## src/sv/bech32_string_encoder_assert.svh

```systemverilog
// Assertion macros shared by the Bech32 string encoder RTL.
`ifndef BECH32_STRING_ENCODER_ASSERT_SVH
`define BECH32_STRING_ENCODER_ASSERT_SVH

// The consequent must hold in the same cycle as the antecedent.
`define B32E_ASSERT_NOW(lbl, ante, cons) \
  lbl: assert property (@(posedge clk) disable iff (!rst_n) (ante) |-> (cons)) \
    else $error("bech32 encoder check failed");

// The consequent must hold in the cycle after the antecedent.
`define B32E_ASSERT_NEXT(lbl, ante, cons) \
  lbl: assert property (@(posedge clk) disable iff (!rst_n) (ante) |=> (cons)) \
    else $error("bech32 encoder check failed");

`endif

```

## src/sv/b32e_pkg.sv

```systemverilog
// Shared types, constants and functions of the Bech32 string encoder.
package b32e_pkg;

  localparam int MAX_PREFIX = 128;
  localparam int LEN_W      = $clog2(MAX_PREFIX + 1);
  localparam int ADDR_W     = (MAX_PREFIX > 1) ? $clog2(MAX_PREFIX) : 1;

  localparam logic [29:0] GEN [5] = '{
    30'h3b6a57b2, 30'h26508e6d, 30'h1ea119fa, 30'h3d4233dd, 30'h2a1462b3
  };

  localparam logic [255:0] CHARSET = "qpzry9x8gf2tvdw0s3jn54khce6mua7l";

  localparam logic [6:0] CHAR_SEP  = 7'h31;
  localparam logic [6:0] CHAR_NONE = 7'h00;

  typedef enum logic [1:0] {
    CMD_PREFIX = 2'd0,
    CMD_SEP    = 2'd1,
    CMD_DATA   = 2'd2,
    CMD_FINISH = 2'd3
  } cmd_t;

  typedef enum logic [2:0] {
    OSEL_PC,
    OSEL_ERR,
    OSEL_SEP,
    OSEL_DATA,
    OSEL_CHK
  } osel_t;

  typedef enum logic [1:0] {
    FSEL_TOP,
    FSEL_ZERO,
    FSEL_DATA
  } fsel_t;

  typedef struct packed {
    logic  ld_item;
    logic  start;
    logic  fold_en;
    fsel_t fold_sel;
    logic  x1;
    logic  store_en;
    logic  walk_clr;
    logic  walk_en;
    logic  emit;
    osel_t osel;
    logic  fin;
  } ctrl_cmd_t;

  typedef struct packed {
    cmd_t cmd;
    logic len_full;
    logic dv_bad;
    logic walk_done;
    logic out_free;
  } ctrl_st_t;

  function automatic logic [29:0] fold(input logic [29:0] acc, input logic [4:0] v);
    logic [4:0]  top;
    logic [29:0] r;
    top = acc[29:25];
    r   = {acc[24:0], v};
    for (int i = 0; i < 5; i++) begin
      if (top[i]) begin
        r = r ^ GEN[i];
      end
    end
    return r;
  endfunction

  function automatic logic [6:0] sym(input logic [4:0] idx);
    logic [7:0] ch;
    ch = CHARSET[8 * (31 - int'(idx)) +: 8];
    return ch[6:0];
  endfunction

endpackage

```

## src/sv/b32e_ctrl.sv

```systemverilog
// Controller state machine that sequences each transfer of the Bech32 encoder.
module b32e_ctrl (
  input  logic                  clk,
  input  logic                  rst_n,
  input  logic                  in_valid,
  input  b32e_pkg::ctrl_st_t    st,
  output b32e_pkg::ctrl_cmd_t   cmd,
  output logic                  in_stall
);
  import b32e_pkg::*;

  typedef enum logic [2:0] {
    S_IDLE,
    S_DECODE,
    S_WALK,
    S_SEP,
    S_FOLD,
    S_CHK
  } state_t;

  typedef enum logic [1:0] {
    PH_IDLE,
    PH_PREFIX,
    PH_DATA
  } phase_t;

  state_t     state_r, state_nxt;
  phase_t     phase_r, phase_nxt;
  logic [2:0] k_r, k_nxt;

  assign in_stall = (state_r != S_IDLE);

  always_comb begin
    cmd       = '0;
    cmd.fold_sel = FSEL_ZERO;
    cmd.osel  = OSEL_PC;
    state_nxt = state_r;
    phase_nxt = phase_r;
    k_nxt     = k_r;
    case (state_r)
      S_IDLE: begin
        if (in_valid) begin
          cmd.ld_item = 1'b1;
          state_nxt   = S_DECODE;
        end
      end
      S_DECODE: begin
        case (st.cmd)
          CMD_PREFIX: begin
            if (st.out_free) begin
              cmd.emit  = 1'b1;
              state_nxt = S_IDLE;
              if ((phase_r == PH_PREFIX) && st.len_full) begin
                cmd.osel  = OSEL_ERR;
                phase_nxt = PH_IDLE;
              end else begin
                cmd.start    = (phase_r != PH_PREFIX);
                cmd.store_en = 1'b1;
                cmd.fold_en  = 1'b1;
                cmd.fold_sel = FSEL_TOP;
                cmd.osel     = OSEL_PC;
                phase_nxt    = PH_PREFIX;
              end
            end
          end
          CMD_SEP: begin
            if (phase_r == PH_DATA) begin
              state_nxt = S_IDLE;
            end else begin
              cmd.start    = (phase_r == PH_IDLE);
              cmd.fold_en  = 1'b1;
              cmd.fold_sel = FSEL_ZERO;
              cmd.walk_clr = 1'b1;
              state_nxt    = S_WALK;
            end
          end
          CMD_DATA: begin
            if (phase_r != PH_DATA) begin
              state_nxt = S_IDLE;
            end else if (st.out_free) begin
              cmd.emit  = 1'b1;
              state_nxt = S_IDLE;
              if (st.dv_bad) begin
                cmd.osel  = OSEL_ERR;
                phase_nxt = PH_IDLE;
              end else begin
                cmd.fold_en  = 1'b1;
                cmd.fold_sel = FSEL_DATA;
                cmd.osel     = OSEL_DATA;
              end
            end
          end
          default: begin
            if (phase_r != PH_DATA) begin
              state_nxt = S_IDLE;
            end else begin
              k_nxt     = 3'd0;
              state_nxt = S_FOLD;
            end
          end
        endcase
      end
      S_WALK: begin
        cmd.walk_en = 1'b1;
        if (st.walk_done) begin
          state_nxt = S_SEP;
        end
      end
      S_SEP: begin
        if (st.out_free) begin
          cmd.emit  = 1'b1;
          cmd.osel  = OSEL_SEP;
          phase_nxt = PH_DATA;
          state_nxt = S_IDLE;
        end
      end
      S_FOLD: begin
        cmd.fold_en  = 1'b1;
        cmd.fold_sel = FSEL_ZERO;
        cmd.x1       = (k_r == 3'd5);
        k_nxt        = k_r + 3'd1;
        if (k_r == 3'd5) begin
          k_nxt     = 3'd0;
          state_nxt = S_CHK;
        end
      end
      S_CHK: begin
        if (st.out_free) begin
          cmd.emit = 1'b1;
          cmd.osel = OSEL_CHK;
          cmd.fin  = (k_r == 3'd5);
          k_nxt    = k_r + 3'd1;
          if (k_r == 3'd5) begin
            phase_nxt = PH_IDLE;
            state_nxt = S_IDLE;
          end
        end
      end
      default: begin
        state_nxt = S_IDLE;
      end
    endcase
  end

  always_ff @(posedge clk) begin
    if (!rst_n) begin
      state_r <= S_IDLE;
      phase_r <= PH_IDLE;
      k_r     <= 3'd0;
    end else begin
      state_r <= state_nxt;
      phase_r <= phase_nxt;
      k_r     <= k_nxt;
    end
  end

endmodule

```

## src/sv/b32e_dp.sv

```systemverilog
// Datapath of the Bech32 encoder: polymod accumulator, prefix memory and output register.
module b32e_dp (
  input  logic                 clk,
  input  logic                 rst_n,
  input  b32e_pkg::ctrl_cmd_t  cmd,
  output b32e_pkg::ctrl_st_t   st,
  input  logic [1:0]           in_cmd,
  input  logic [6:0]           in_prefix_char,
  input  logic [7:0]           in_data_value,
  output logic                 out_valid,
  input  logic                 out_stall,
  output logic [6:0]           out_char,
  output logic                 out_last,
  output logic                 out_done_res,
  output logic                 out_error
);
  import b32e_pkg::*;

  logic [6:0]        mem [MAX_PREFIX];

  cmd_t              cmd_r;
  logic [6:0]        pc_r;
  logic [7:0]        dv_r;
  logic [29:0]       acc_r, acc_nxt;
  logic [LEN_W-1:0]  len_r, len_nxt;
  logic [LEN_W-1:0]  len_eff;
  logic [LEN_W-1:0]  cnt_r, cnt_nxt;
  logic              rd_vld_r, rd_vld_nxt;
  logic [6:0]        rd_data_r;
  logic              rd_go;
  logic [29:0]       fold_base;
  logic [4:0]        fold_v;
  logic              out_valid_r;
  logic [6:0]        out_char_r, out_char_nxt;
  logic              out_last_r, out_last_nxt;
  logic              out_done_r, out_done_nxt;
  logic              out_err_r, out_err_nxt;

  assign len_eff = cmd.start ? '0 : len_r;
  assign rd_go   = cmd.walk_en && (cnt_r != len_r);

  assign st.cmd       = cmd_r;
  assign st.len_full  = (len_r == LEN_W'(MAX_PREFIX));
  assign st.dv_bad    = |dv_r[7:5];
  assign st.walk_done = (cnt_r == len_r) && !rd_vld_r;
  assign st.out_free  = !out_valid_r || !out_stall;

  always_comb begin
    fold_base = cmd.start ? 30'd1 : acc_r;
    case (cmd.fold_sel)
      FSEL_TOP:  fold_v = {3'b000, pc_r[6:5]};
      FSEL_DATA: fold_v = dv_r[4:0];
      default:   fold_v = 5'd0;
    endcase

    acc_nxt = acc_r;
    if (cmd.fold_en) begin
      acc_nxt = fold(fold_base, fold_v) ^ {29'd0, cmd.x1};
    end else if (rd_vld_r) begin
      acc_nxt = fold(acc_r, rd_data_r[4:0]);
    end else if (cmd.emit && (cmd.osel == OSEL_CHK)) begin
      acc_nxt = {acc_r[24:0], 5'd0};
    end

    len_nxt = len_r;
    if (cmd.store_en) begin
      len_nxt = len_eff + LEN_W'(1);
    end else if (cmd.start) begin
      len_nxt = '0;
    end

    cnt_nxt    = cnt_r;
    rd_vld_nxt = 1'b0;
    if (cmd.walk_clr) begin
      cnt_nxt = '0;
    end else if (rd_go) begin
      cnt_nxt    = cnt_r + LEN_W'(1);
      rd_vld_nxt = 1'b1;
    end

    out_char_nxt = pc_r;
    out_last_nxt = 1'b1;
    out_done_nxt = 1'b0;
    out_err_nxt  = 1'b0;
    case (cmd.osel)
      OSEL_ERR: begin
        out_char_nxt = CHAR_NONE;
        out_done_nxt = 1'b1;
        out_err_nxt  = 1'b1;
      end
      OSEL_SEP:  out_char_nxt = CHAR_SEP;
      OSEL_DATA: out_char_nxt = sym(dv_r[4:0]);
      OSEL_CHK: begin
        out_char_nxt = sym(acc_r[29:25]);
        out_last_nxt = cmd.fin;
        out_done_nxt = cmd.fin;
      end
      default:   out_char_nxt = pc_r;
    endcase
  end

  always_ff @(posedge clk) begin
    if (cmd.store_en) begin
      mem[len_eff[ADDR_W-1:0]] <= pc_r;
    end
    if (rd_go) begin
      rd_data_r <= mem[cnt_r[ADDR_W-1:0]];
    end
  end

  always_ff @(posedge clk) begin
    if (cmd.ld_item) begin
      cmd_r <= cmd_t'(in_cmd);
      pc_r  <= in_prefix_char;
      dv_r  <= in_data_value;
    end
    if (cmd.emit) begin
      out_char_r <= out_char_nxt;
      out_last_r <= out_last_nxt;
      out_done_r <= out_done_nxt;
      out_err_r  <= out_err_nxt;
    end
  end

  always_ff @(posedge clk) begin
    if (!rst_n) begin
      acc_r       <= 30'd1;
      len_r       <= '0;
      cnt_r       <= '0;
      rd_vld_r    <= 1'b0;
      out_valid_r <= 1'b0;
    end else begin
      acc_r    <= acc_nxt;
      len_r    <= len_nxt;
      cnt_r    <= cnt_nxt;
      rd_vld_r <= rd_vld_nxt;
      if (cmd.emit) begin
        out_valid_r <= 1'b1;
      end else if (!out_stall) begin
        out_valid_r <= 1'b0;
      end
    end
  end

  assign out_valid    = out_valid_r;
  assign out_char     = out_char_r;
  assign out_last     = out_last_r;
  assign out_done_res = out_done_r;
  assign out_error    = out_err_r;

endmodule

```

## src/sv/bech32_string_encoder.sv

```systemverilog
// Top level of the Bech32 string encoder.
// Each transfer is registered, then decoded, and its result goes to the output register;
// in_stall holds new transfers until the FSM is idle again, also while the output stalls.
// A separator first walks the stored prefix, paced by one memory read per cycle.
// Finish folds six zeros, then emits the six checksum chars as the output takes them.
// Synchronous active-low reset sets the polymod to 1, the prefix length to 0 and the FSM idle.
module bech32_string_encoder (
  input  logic       clk,
  input  logic       rst_n,
  input  logic       in_valid,
  output logic       in_stall,
  input  logic [1:0] in_cmd,
  input  logic [6:0] in_prefix_char,
  input  logic [7:0] in_data_value,
  output logic       out_valid,
  input  logic       out_stall,
  output logic [6:0] out_char,
  output logic       out_last,
  output logic       out_done_res,
  output logic       out_error
);
  import b32e_pkg::*;

  `include "bech32_string_encoder_assert.svh"

  ctrl_cmd_t cmd;
  ctrl_st_t  st;

  b32e_ctrl u_ctrl (
    .clk      (clk),
    .rst_n    (rst_n),
    .in_valid (in_valid),
    .st       (st),
    .cmd      (cmd),
    .in_stall (in_stall)
  );

  b32e_dp u_dp (
    .clk            (clk),
    .rst_n          (rst_n),
    .cmd            (cmd),
    .st             (st),
    .in_cmd         (in_cmd),
    .in_prefix_char (in_prefix_char),
    .in_data_value  (in_data_value),
    .out_valid      (out_valid),
    .out_stall      (out_stall),
    .out_char       (out_char),
    .out_last       (out_last),
    .out_done_res   (out_done_res),
    .out_error      (out_error)
  );

  `B32E_ASSERT_NEXT(a_one_item, in_valid && !in_stall, in_stall)
  `B32E_ASSERT_NOW(a_emit_free, cmd.emit, st.out_free)
  `B32E_ASSERT_NOW(a_no_overflow, cmd.store_en, cmd.start || !st.len_full)
  `B32E_ASSERT_NOW(a_err_final, out_valid && out_error,
                   out_done_res && out_last && (out_char == CHAR_NONE))

endmodule
```

## config.mk

```make
export PLATFORM = sky130hd
export DESIGN_NAME = bech32_string_encoder
export DESIGN_NICKNAME = d
export VERILOG_FILES = /design/src/sv/b32e_pkg.sv /design/src/sv/b32e_ctrl.sv /design/src/sv/b32e_dp.sv /design/src/sv/bech32_string_encoder.sv
export VERILOG_INCLUDE_DIRS = /design/src /design/src/sv
export SDC_FILE = /design/constraint.sdc
export NUM_CORES = 1
export LEC_CHECK = 0
export BUFFER_PORTS_ARGS = -buffer_cell sky130_fd_sc_hd__buf_4
export CAP_MARGIN = 25
export CORE_MARGIN = 2
export CORE_UTILIZATION = 50
export DETAILED_ROUTE_END_ITERATION = 8
export PLACE_DENSITY = 0.67
export SLEW_MARGIN = 20
export SYNTH_ARGS = -nofsm -noshare
export SYNTH_HDL_FRONTEND = slang
export SYNTH_HIERARCHICAL = 1
export SYNTH_SLANG_ARGS = --single-unit
```

## constraint.sdc

```tcl
create_clock -name clk -period 9.45 [get_ports clk]
set_input_delay 1.89 -clock clk [delete_from_list [all_inputs] [get_ports clk]]
set_output_delay 1.89 -clock clk [all_outputs]
set_load 0.01 [all_outputs]
```

### Word level (Yosys, flattened, before mapping)

Memories as Yosys holds them, arrays and structs flattened. A register that Yosys moved wholly into a read port is not among the register bits.
Cells that the tools add are included.

* RAM bits: 896
* memories: 1
* bits of input ports: 21
* logic and storage cells: 185
* register bits after elaboration: 83

Memories
* u_dp.mem: depth 128, bits a word 7, rd ports 1, clocked after Yosys merged registers in 1, write ports 1, RTL line b32e_dp.sv:19 `logic [6:0] mem [MAX_PREFIX];`

* reductions and logical operators: 22
* $add $sub $neg: 5
* multiplexer cells: 94
* shift operators: 2
* bitwise logic cells: 12
* eq/ne operators: 34

Operator list (count)
* $mux W30: 25
* $shiftx A256 B32 Y7 const A: 2
* $mux W29: 2
* $mux W3: 15
* $not A18 Y18: 2
* $not A17 Y17: 2
* $not A16 Y16: 2
* $xor A30 B1 Y30: 1
* $mux W4: 7
* $not A14 Y14: 2
* $pmux W7 S4: 1
* $pmux W3 S3: 3
* $not A13 Y13: 2
* $mux W2: 10
* $mux W1: 19
* $pmux W3 S6: 1
* $add A8 B1 Y8 const B: 2
* $mux W8: 2
* $ne A3 B3 Y1 const B: 5
* $ne A2 B2 Y1 const B: 7
* $eq A3 B2 Y1 const B: 4
* $eq A3 B3 Y1 const B: 4
* $pmux W4 S3: 1
* $reduce_bool A3 Y1: 4
* other kinds (27): 44

### Logic depth before layout (Yosys ltp)

Gate-level depths: netlist (run 1).

* depth after elaboration: 25
* depth in mapped cells: 15
* gate-level depth less buffers: 12

### Modules after synthesis

Netlist (run 1), hierarchy kept.

By module, submodules not included
* b32e_dp: times used 1, cells an instance 1621, sequential area each 21140.3 sq um, area each 29361.9 sq um
* b32e_ctrl: times used 1, cells an instance 101, sequential area each 160.2 sq um, area each 718.2 sq um

### Least setup slack after synthesis (run 1)

No wires, ideal clock.

* path type: in2reg
* from: in out_stall
* to: reg u_dp.out_char_r[2] (netlist: u_dp/out_char[2]) (data pin)
* arrival time: 4.241 ns
* data required time: 9.181 ns
* path slack: 4.940 ns
* stages: 14
* path buffers: 3
* path through: nand2_1 nand2_1 or4_1 nor2_1 clkbuf_1 nor3b_1 buf_2 buf_2 mux2i_1 o21ai_0 a22oi_1 a31oi_1 a32oi_1 o21ai_0

RTL lines
* from (decl): RTL line bech32_string_encoder.sv:16 `input logic out_stall,`
* to (signal assigned): RTL line b32e_dp.sv:118 `out_char_r <= out_char_nxt;`
* to (decl): RTL line b32e_dp.sv:34 `logic [6:0] out_char_r, out_char_nxt;`

==> flow_summary.yaml, run 1 <==
outcome:
  status: "completed"
place:
  placed_cell_area_sq_um: 31000
  place_ws_ns: 3.97
  io_buffers: 32
  globalplace.congestion: 0.851
  dpl.hpwl_um: 41000
sta:
  relSlewSlack_pct: 33.5
  rsz0062_at_grt: "no"
  finalSetupViolCount: 0
  final-hold-violation-count: 0
  fin_tns_setup_ns: 0
  period_share_pct: 51.8
  tightest_slew_ns: 0.997
  fin_skew_ns: 0.0283
  fmax_mhz: 204
  slew_viol_final: 0
  setup_slack_ns: 4.56
  finalCriticalPeriod_ns: 4.89
clocking:
  cts_buffers: 75
  cts_resized: 0
  cts.path.max_buffers: 3
  cts.sinks: 728
  cts.clk_slew.worst_paths_ns: 0.05
  postCtsSetupBuffers: 0
  cts_hold_buffers: 0
  clock_latency_ns: 0.63
  cts_tree: "done"
  htreeDepth: 3
  cts-root-buf: "clkbuf_16"
power:
  intPower_uw: 5390
  powerDensity_nw_per_um2: 200
  ir_worst_vdd_v: 0.000155
  pwr-share-comb_pct: 2.0
  clkPwrFrac_pct: 45.3
  p_sw_share_pct: 20.0
  p_leak_uw: 0.0103
  power_frac_seq_pct: 52.6
  switchingPower_uw: 1340
floorplan:
  io_pins: 33
  die_w_um: 249
  fp-row-count: 89
  die_y_um: 249
  fp.dieArea_sq_um: 62100
  core_sq_um: 59200
  start_util_pct: 50.8
worst_setup_path:
  critPathCaptureType: "flop"
  cpPeakStageDelay_ns: 0.75
  regToRegSetupSlack_ns: 5.42
  cp_slowest_cell: "nor2_1"
  crit_type: "input port to flop"
  cp.buffers_inverters: 2
  crit_chain: "buf_4, nand2_1, nand2_1, nor2_1, nor3b_2, buf_4, mux2i_1, nor2_1, a22oi_1, a31oi_1, a32oi_1, o21ai_0"
  required_ns: 9.80
  worstSetupStartpointType: "input port"
  path_max_fanout: 18
  cp.arrival_ns: 5.24
  cp_top_family: "simple AND/OR/NAND/NOR gates"
grt:
  grt_pass1_wl_um: 102000
  first_global_vias: 15737
  antenna_found_initial: 2
  grt_max_degree: 86
  grt-ovfl-total: 0
  grt_util_all_layers_pct: 22.1
route:
  wl_per_cell_um: 26.3
  dr.pass1.iters: 5
  drcViolationCount: 0
  num_vias: 15916
  avgViaCountPerCell: 6.15
  drt_iter0_markers: 1672
  drt_wl_total_um: 68000
  ant_nets: 0
logic_synthesis:
  syn_area_sq_um: 30100
  syn_area_per_cell_sq_um: 17.5
  async_reset_ff_share_pct: 0
  synth-seq-cells: 728
  netlist_instances: 1722
  syn-num-nets: 1747
  synth-main-ff-cell: "edfxtp_1"
  synth-seq-area-share_pct: 70.8
  synth.distinct_cells: 64
  synth-edff-count: 672
  ys_warn_count: 6
layout:
  antenna_cells: 0
  utilization_pct: 56.8
  syn2layout_area_growth_pct: 11.8
  finalInstanceArea_sq_um: 33600
  layout-drive-gt1-share_pct: 20.9
  nets: 1782
flow_run:
  drv_cap: 0
worst_hold_path:
  hold_class: "flop to flop"
-- worst register-to-register path, cell delays in order, from the launching register on --
cell and delay [ns]:
edfxtp_1 0.37, or3_1 0.46, nand4bb_1 0.28, nor2_1 0.13, nor2_1 0.05, nor3_1 0.65, nor3b_2 0.11, buf_4 0.24
mux2i_1 0.61, nor2_1 0.20, a22oi_1 0.26, a31oi_1 0.12, a32oi_1 0.20, o21ai_0 0.10
-- cells in the mapped netlist (3+ instances only) --
library cell / count / area (sq um)
and2_1: 6 / 37.5
clkbuf_1: 48 / 180
mux2_2: 10 / 113
nand3b_1: 9 / 67.6
a222oi_1: 4 / 40.0
a211oi_1: 13 / 97.6
a21oi_1: 37 / 185
o22ai_1: 4 / 25.0
nand2b_1: 10 / 62.6
nand3_1: 20 / 100
nor2b_1: 50 / 313
and3_1: 3 / 18.8
o211ai_1: 3 / 22.5
nor4_1: 6 / 37.5
buf_1: 9 / 33.8
nand4b_1: 3 / 26.3
nand2_1: 61 / 229
a21o_1: 3 / 22.5
a211o_1: 3 / 26.3
ha_1: 4 / 50.1
dfxtp_1: 56 / 1120
xor2_1: 46 / 403
buf_6: 5 / 56.3
a31oi_1: 10 / 62.6
xnor2_1: 29 / 254
a311oi_1: 4 / 35.0
nor3b_1: 3 / 22.5
mux4_2: 176 / 3960
o21ai_0: 29 / 145
a22oi_1: 29 / 218
nor2_1: 194 / 728
or2_2: 4 / 25.0
mux2i_1: 48 / 480
buf_4: 11 / 82.6
buf_2: 33 / 165
nor3_1: 9 / 45.0
inv_1: 13 / 48.8
edfxtp_1: 672 / 20200
nand4_1: 7 / 43.8
or3_1: 6 / 37.5
-- layout make-up --
class | instances | area (sq um)
fillers | 4438 | 25600
flip-flops and latches | 728 | 21300
multi-input cells | 873 | 8230
clock buffers | 91 | 1970
well taps | 773 | 967
clock inverters | 43 | 572
repair buffers | 64 | 517
inverters | 15 | 56.3
-- metrics by stage --
step	total power, uW	std cells	hold slack (ns)
floorplan	3690	1722	0.451
global placement	3750	2451	0.462
detailed placement	3750	2451	0.494
CTS	6790	2585	0.500
global route	6930	2587	0.519
finish	6740	2587	0.495
-- state kept, by name (all words and copies together), names as in the netlist, 5 cells and up --
signal and flops:
u_dp/dv_r 8, u_dp/cnt_r 8, u_dp/rd_data_r 5, u_dp/acc_r 30
u_dp/mem 640, u_dp/len_r 8, u_dp/out_char 7, u_dp/pc_r 7
-- layer usage --
layer | track usage, % | up-vias | routed length, um
met5 | 0 | - | 0
li1 | - | 6861 | -
met1 | 30.7 | 8294 | 28100
met4 | 5.77 | 0 | 1400
met3 | 3.79 | 103 | 4830
met2 | 36.4 | 658 | 33600
-- power by group through the flow --
stage	clock [uW]	sequential, uW	combinational [uW]
2_1_floorplan	0	3640	49.6
3_3_place_gp	0	3620	134
3_5_place_dp	0	3610	140
4_1_cts	3100	3550	139
5_1_grt	3230	3550	151
6_report	3050	3550	138
-- cell families after synthesis --
group	after synthesis	synth area share, %
AO/OA/AOI/OAI	164	3.66
flip-flops	728	70.8
multiplexers	234	15.1
XOR/XNOR	75	2.18
adder cells (fa/ha/maj)	4	0.166
buffers and inverters	121	1.91
AND/OR/NAND/NOR	396	6.12
-- layout by cell type, fill, tap and decap left out, drive strengths merged, types with 4 or more instances in the layout --
master,Yosys,layout
a222oi,4,4
a21oi,38,38
mux4,176,176
xnor2,29,29
a31oi,10,10
or2,4,4
clkbuf,48,91
mux2,10,10
o21ai,30,30
o22ai,4,4
inv,14,19
edfxtp,672,672
ha,4,4
or3,6,6
xor2,46,46
nor2,194,194
a211oi,13,13
and2,6,6
dfxtp,56,56
nand3,20,20
nand4,7,7
a311oi,4,4
nor3,9,9
clkinv,1,25
nor4,6,6
nand2b,11,11
a22oi,29,29
bufinv,0,12
buf,58,64
nand3b,9,9
mux2i,48,48
nand2,61,61
nor2b,50,50
-- path summary, 6_finish.rpt --
kind	end	cells past startpoint	start
max	u_dp/out_char[2]$_DFFE_PP_	12	out_stall
min reg2reg	u_ctrl/k_r[1]$_SDFFE_PN0P_	2	u_ctrl/k_r[1]$_SDFFE_PN0P_
max reg2reg	u_dp/out_char[2]$_DFFE_PP_	13	u_dp/dv_r[6]$_DFFE_PP_
min	u_ctrl/k_r[1]$_SDFFE_PN0P_	2	u_ctrl/k_r[1]$_SDFFE_PN0P_
(Power assumes the default switching activity.)
==> run 2: changes to the inputs <==
Settings changed: PLACE_DENSITY 0.67 to 0.7.
Clock period 9.45 ns to 4.2 ns, I/O delays scaled along.
==> flow_summary.yaml, run 2 (synthesized netlist as in run 1, its figures left out) <==
clocking:
  cts_tree: "done"
  clock_latency_ns: 0.62
  cts_resized: 0
  cts_buffers: 74
  htreeDepth: 3
  cts.sinks: 728
  postCtsSetupBuffers: 0
  cts.clk_slew.worst_paths_ns: 0.06
  cts.path.max_buffers: 3
  cts-root-buf: "clkbuf_16"
  cts_hold_buffers: 0
grt:
  first_global_vias: 16033
  grt-ovfl-total: 0
  use_met1_pct: 31.1
  grtUsageMet3_pct: 3.96
  top_usage_layer: "met2"
  grt_max_degree: 132
  met2_usage_pct: 35.5
  grt_util_all_layers_pct: 22.0
  grt_pass1_wl_um: 103000
  antenna_found_initial: 0
layout:
  syn2layout_area_growth_pct: 12.3
  utilization_pct: 57.0
  largest_register_ffs: 640
  antenna_cells: 0
  layout-drive-gt1-share_pct: 21.6
  nets: 1807
  finalInstanceArea_sq_um: 33800
  final_cell_mix: "edfxtp_1, nor2_1, mux4_2, clkbuf_16, buf_4"
  fill_cells: 4410
  mostFrequentLayoutCell: "edfxtp_1"
place:
  placed_cell_area_sq_um: 31400
  io_buffers: 32
  globalplace.congestion: 0.931
  dpl.hpwl_um: 41600
worst_hold_path:
  hold_class: "input port to flop"
route:
  avgViaCountPerCell: 6.17
  ant_nets: 0
  drt_iter0_markers: 1671
  num_vias: 16134
  dr.pass1.iters: 8
  drt_wl_total_um: 67100
  drcViolationCount: 0
  wl_per_cell_um: 25.7
floorplan:
  io_pins: 33
  fp.dieArea_sq_um: 62100
  fp-row-count: 89
  start_util_pct: 50.8
  core_sq_um: 59200
  die_y_um: 249
  die_w_um: 249
sta:
  period_share_pct: 88.5
  fin_tns_setup_ns: 0
  fin_skew_ns: 0.0242
  fmax_mhz: 269
  relSlewSlack_pct: 34.3
  finalSetupViolCount: 0
  finalCriticalPeriod_ns: 3.72
  slew_viol_final: 0
  tightest_slew_ns: 0.986
  whs_ns: 0.402
  final-hold-violation-count: 0
  rsz0062_at_grt: "no"
worst_setup_path:
  critPathCaptureType: "flop"
  worstSetupStartpointType: "flop"
  cp_top_family: "simple AND/OR/NAND/NOR gates"
  crit_type: "flop to flop"
  cp_slowest_cell: "nor3b_2"
  cp.arrival_ns: 4.08
  crit_chain: "nor3_1, and3_1, a31oi_1, nor2_1, nor3b_2, mux2i_1, buf_4, o22ai_1, a22oi_1, o21ai_0, a21oi_1, nand2_1"
  cpPeakStageDelay_ns: 0.70
  path_max_fanout: 13
  cp.buffers_inverters: 1
  required_ns: 4.57
power:
  ir_worst_vdd_v: 0.000415
  p_leak_uw: 0.0104
  powerDensity_nw_per_um2: 436
  power.total_uw: 14700
outcome:
  status: "completed"
flow_run:
  drv_cap: 0
==> run 2: cell types whose count changed in the layout (fill, tap and decap cells not counted), moves of 2 or more <==
cell / change
buf_4: +17
clkinvlp_4: +2
inv_6: -3
clkbuf_16: +2
clkinv_2: -3
clkbuf_1: +3
bufinv_16: -6
clkinv_1: +5
buf_12: +11
==> run 2: cell type report <==
cell class	count	area (sq um)	area share [%]
Clock buffer	97	2040	6.05
Multi-Input combinational cell	873	8220	24.3
Sequential cell	728	21300	63.1
Inverter	15	56.3	0.167
Tap cell	773	967	2.86
Clock inverter	37	348	1.03
Timing Repair Buffer	90	826	2.44
==> run 2: stage by stage <==
step                      instances  setup WS (ns)
after global placement         2479          0.434
after detailed placement       2479          0.358
after global routing           2613          0.203
after floorplan                1722          0.740
after CTS                      2613          0.598
final                          2613          0.485
==> run 2: layer usage <==
layer	share of wire [%]	up-vias
met5	0	-
met4	2.3	0
met3	7.0	117
met2	49	678
met1	42	8407
li1	-	6932
==> run 2: final timing paths <==
check / end / depth (start not counted) / startpoint / slack, ns
worst max-delay path: u_dp/out_char[3]$_DFFE_PP_ / 12 / u_dp/len_r[0]$_SDFF_PN0_ / 0.48
worst min register to register: u_ctrl/k_r[1]$_SDFFE_PN0P_ / 2 / u_ctrl/k_r[1]$_SDFFE_PN0P_ / 0.49
worst max register to register: u_dp/out_char[3]$_DFFE_PP_ / 12 / u_dp/len_r[0]$_SDFF_PN0_ / 0.48
worst min-delay path: u_dp/pc_r[1]$_DFFE_PP_ / 1 / in_prefix_char[1] / 0.40
==> run 2: worst register-to-register path: cells and delay by family, from the launching register on <==
family,cells,cell delay [ns]
AND/OR/NAND/NOR,5,1.32
AO/OA/AOI/OAI,5,0.79
flip-flops,1,0.59
multiplexers,1,0.56
buffers and inverters,1,0.23
==> run 2: report_power, final <==
part | switching (uW) | leakage (uW) | internal, uW
combinational | 223 | 0.00272 | 79.8
sequential | 29.4 | 0.00650 | 7960
clock | 2650 | 0.00116 | 3800
total | 2900 | 0.0104 | 11800
==> run 3: changes to the inputs <==
Settings changed: PLACE_DENSITY 0.7 to 0.67.
Clock period 4.2 ns to 4.6 ns, I/O delays scaled along.
==> flow_summary.yaml, run 3 (synthesized netlist as in run 1, its figures left out) <==
sta:
  finalSetupViolCount: 0
  period_share_pct: 84.5
  final-hold-violation-count: 0
  relSlewSlack_pct: 36.5
  finalCriticalPeriod_ns: 3.89
  fin_tns_setup_ns: 0
  fmax_mhz: 257
  tightest_slew_ns: 0.953
  rsz0062_at_grt: "no"
  slew_viol_final: 0
  whs_ns: 0.480
  fin_skew_ns: 0.0213
worst_hold_path:
  worstHoldStart: "u_ctrl/k_r[1]$_SDFFE_PN0P_"
  hold_path_end: "u_ctrl/k_r[1]$_SDFFE_PN0P_"
  hold_depth: 2
  hold_class: "flop to flop"
clocking:
  cts.sinks: 728
  postCtsSetupBuffers: 0
  cts.clk_slew.worst_paths_ns: 0.06
  cts_tree: "done"
  cts_buffers: 75
  htreeDepth: 3
  cts.path.max_buffers: 3
  cts_hold_buffers: 0
  cts-root-buf: "clkbuf_16"
  clock_latency_ns: 0.62
  cts_resized: 0
power:
  ir_worst_vdd_v: 0.000356
  power_frac_seq_pct: 55.2
  pwr-share-comb_pct: 2.1
  p_sw_share_pct: 20.3
  p_leak_uw: 0.0103
  clkPwrFrac_pct: 42.7
  powerDensity_nw_per_um2: 394
  intPower_uw: 10500
  switchingPower_uw: 2680
floorplan:
  start_util_pct: 50.8
  core_sq_um: 59200
  fp.dieArea_sq_um: 62100
  fp-row-count: 89
  die_y_um: 249
  io_pins: 33
  die_w_um: 249
worst_setup_path:
  r2r_cells: 13
  critPathCaptureType: "flop"
  required_ns: 5.09
  path_max_fanout: 29
  cp.arrival_ns: 4.38
  regToRegSetupSlack_ns: 0.71
  crit_type: "flop to flop"
  r2r_end: "u_dp/acc_r[20]$_SDFFE_PN0P_"
  worstSetupStartpointType: "flop"
  r2r_start: "u_dp/len_r[5]$_SDFF_PN0_"
layout:
  mostFrequentLayoutCell: "edfxtp_1"
  layout-drive-gt1-share_pct: 21.1
  syn2layout_area_growth_pct: 11.5
  finalInstanceArea_sq_um: 33500
  final_cell_mix: "edfxtp_1, nor2_1, mux4_2, clkbuf_16, buf_4"
  multi_input_area_sq_um: 8220
  fill_cells: 4491
  largest_register_ffs: 640
  nets: 1800
  seq_area_sq_um: 21300
  antenna_cells: 0
route:
  num_vias: 15860
  wl_per_cell_um: 25.9
  avgViaCountPerCell: 6.09
  dr.pass1.iters: 6
  drt_wl_total_um: 67400
  drcViolationCount: 0
  drt_iter0_markers: 1716
  ant_nets: 0
grt:
  grt_util_all_layers_pct: 22.1
  antenna_found_initial: 0
  grt-ovfl-total: 0
  grt_max_degree: 132
  grt_pass1_wl_um: 103000
  first_global_vias: 15913
place:
  io_buffers: 32
  dpl.hpwl_um: 41900
  globalplace.congestion: 0.869
  placed_cell_area_sq_um: 31300
outcome:
  status: "completed"
flow_run:
  drv_cap: 0
## run 3: layout make-up
cell class                 instances  area share [%]
timing repair buffer              82            2.16
tap                              773            2.88
clock buffer                      99            6.08
clock inverter                    33           0.645
sequential                       728            63.5
inverter                          15           0.168
multi-input combinational        873            24.5
## run 3: worst max path at each step
stage                                        start                           to  cells past startpoint  slack [ns]
after global routing      u_dp/len_r[5]$_SDFF_PN0_  u_dp/acc_r[27]$_SDFFE_PN0P_                     13        0.45
final                     u_dp/len_r[5]$_SDFF_PN0_  u_dp/acc_r[20]$_SDFFE_PN0P_                     13        0.71
after floorplan                          out_stall   u_dp/out_char[2]$_DFFE_PP_                     14        1.06
after global placement                   out_stall   u_dp/out_char[0]$_DFFE_PP_                     14        0.75
after CTS                 u_dp/len_r[5]$_SDFF_PN0_  u_dp/acc_r[19]$_SDFFE_PN0P_                     13        0.81
after detailed placement                 out_stall   u_dp/out_char[0]$_DFFE_PP_                     14        0.71
## run 3: metrics by stage
stage / power, uW / utilization, % / cells / worst slack [ns]
5_1_grt: 13600 / 56.6 / 2603 / 0.455
3_5_place_dp: 7710 / 52.8 / 2471 / 0.711
4_1_cts: 13300 / 56.6 / 2603 / 0.813
2_1_floorplan: 7590 / - / 1722 / 1.06
3_3_place_gp: 7700 / 52.8 / 2470 / 0.751
6_report: 13200 / 56.6 / 2603 / 0.713
## run 3: critical path, cell delays in order, from the launching register on
cell and delay [ns]:
dfxtp_1 0.41, nor4_1 0.60, and3_1 0.37, nor2b_1 0.15, o21ai_0 0.12, a32oi_1 0.23, o22ai_1 0.31, or2_2 0.51
a21oi_2 0.14, buf_4 0.32, a21oi_1 0.07, buf_4 0.26, a22oi_1 0.18, nor2b_1 0.06
## run 3: power by group through the flow
stage          logic [uW]  registers, uW  clock network, uW
6_report              278           7290               5630
5_1_grt               304           7290               6010
4_1_cts               280           7290               5750
3_5_place_dp          280           7430                  0
3_3_place_gp          268           7430                  0
2_1_floorplan         102           7480                  0
## run 3: metal layers
layer	routed length [um]	vias up	global-route usage, %
met4	1600	0	6.28
met5	0	-	0
li1	-	6897	-
met3	4250	115	3.93
met2	33100	569	35.6
met1	28400	8279	31.1
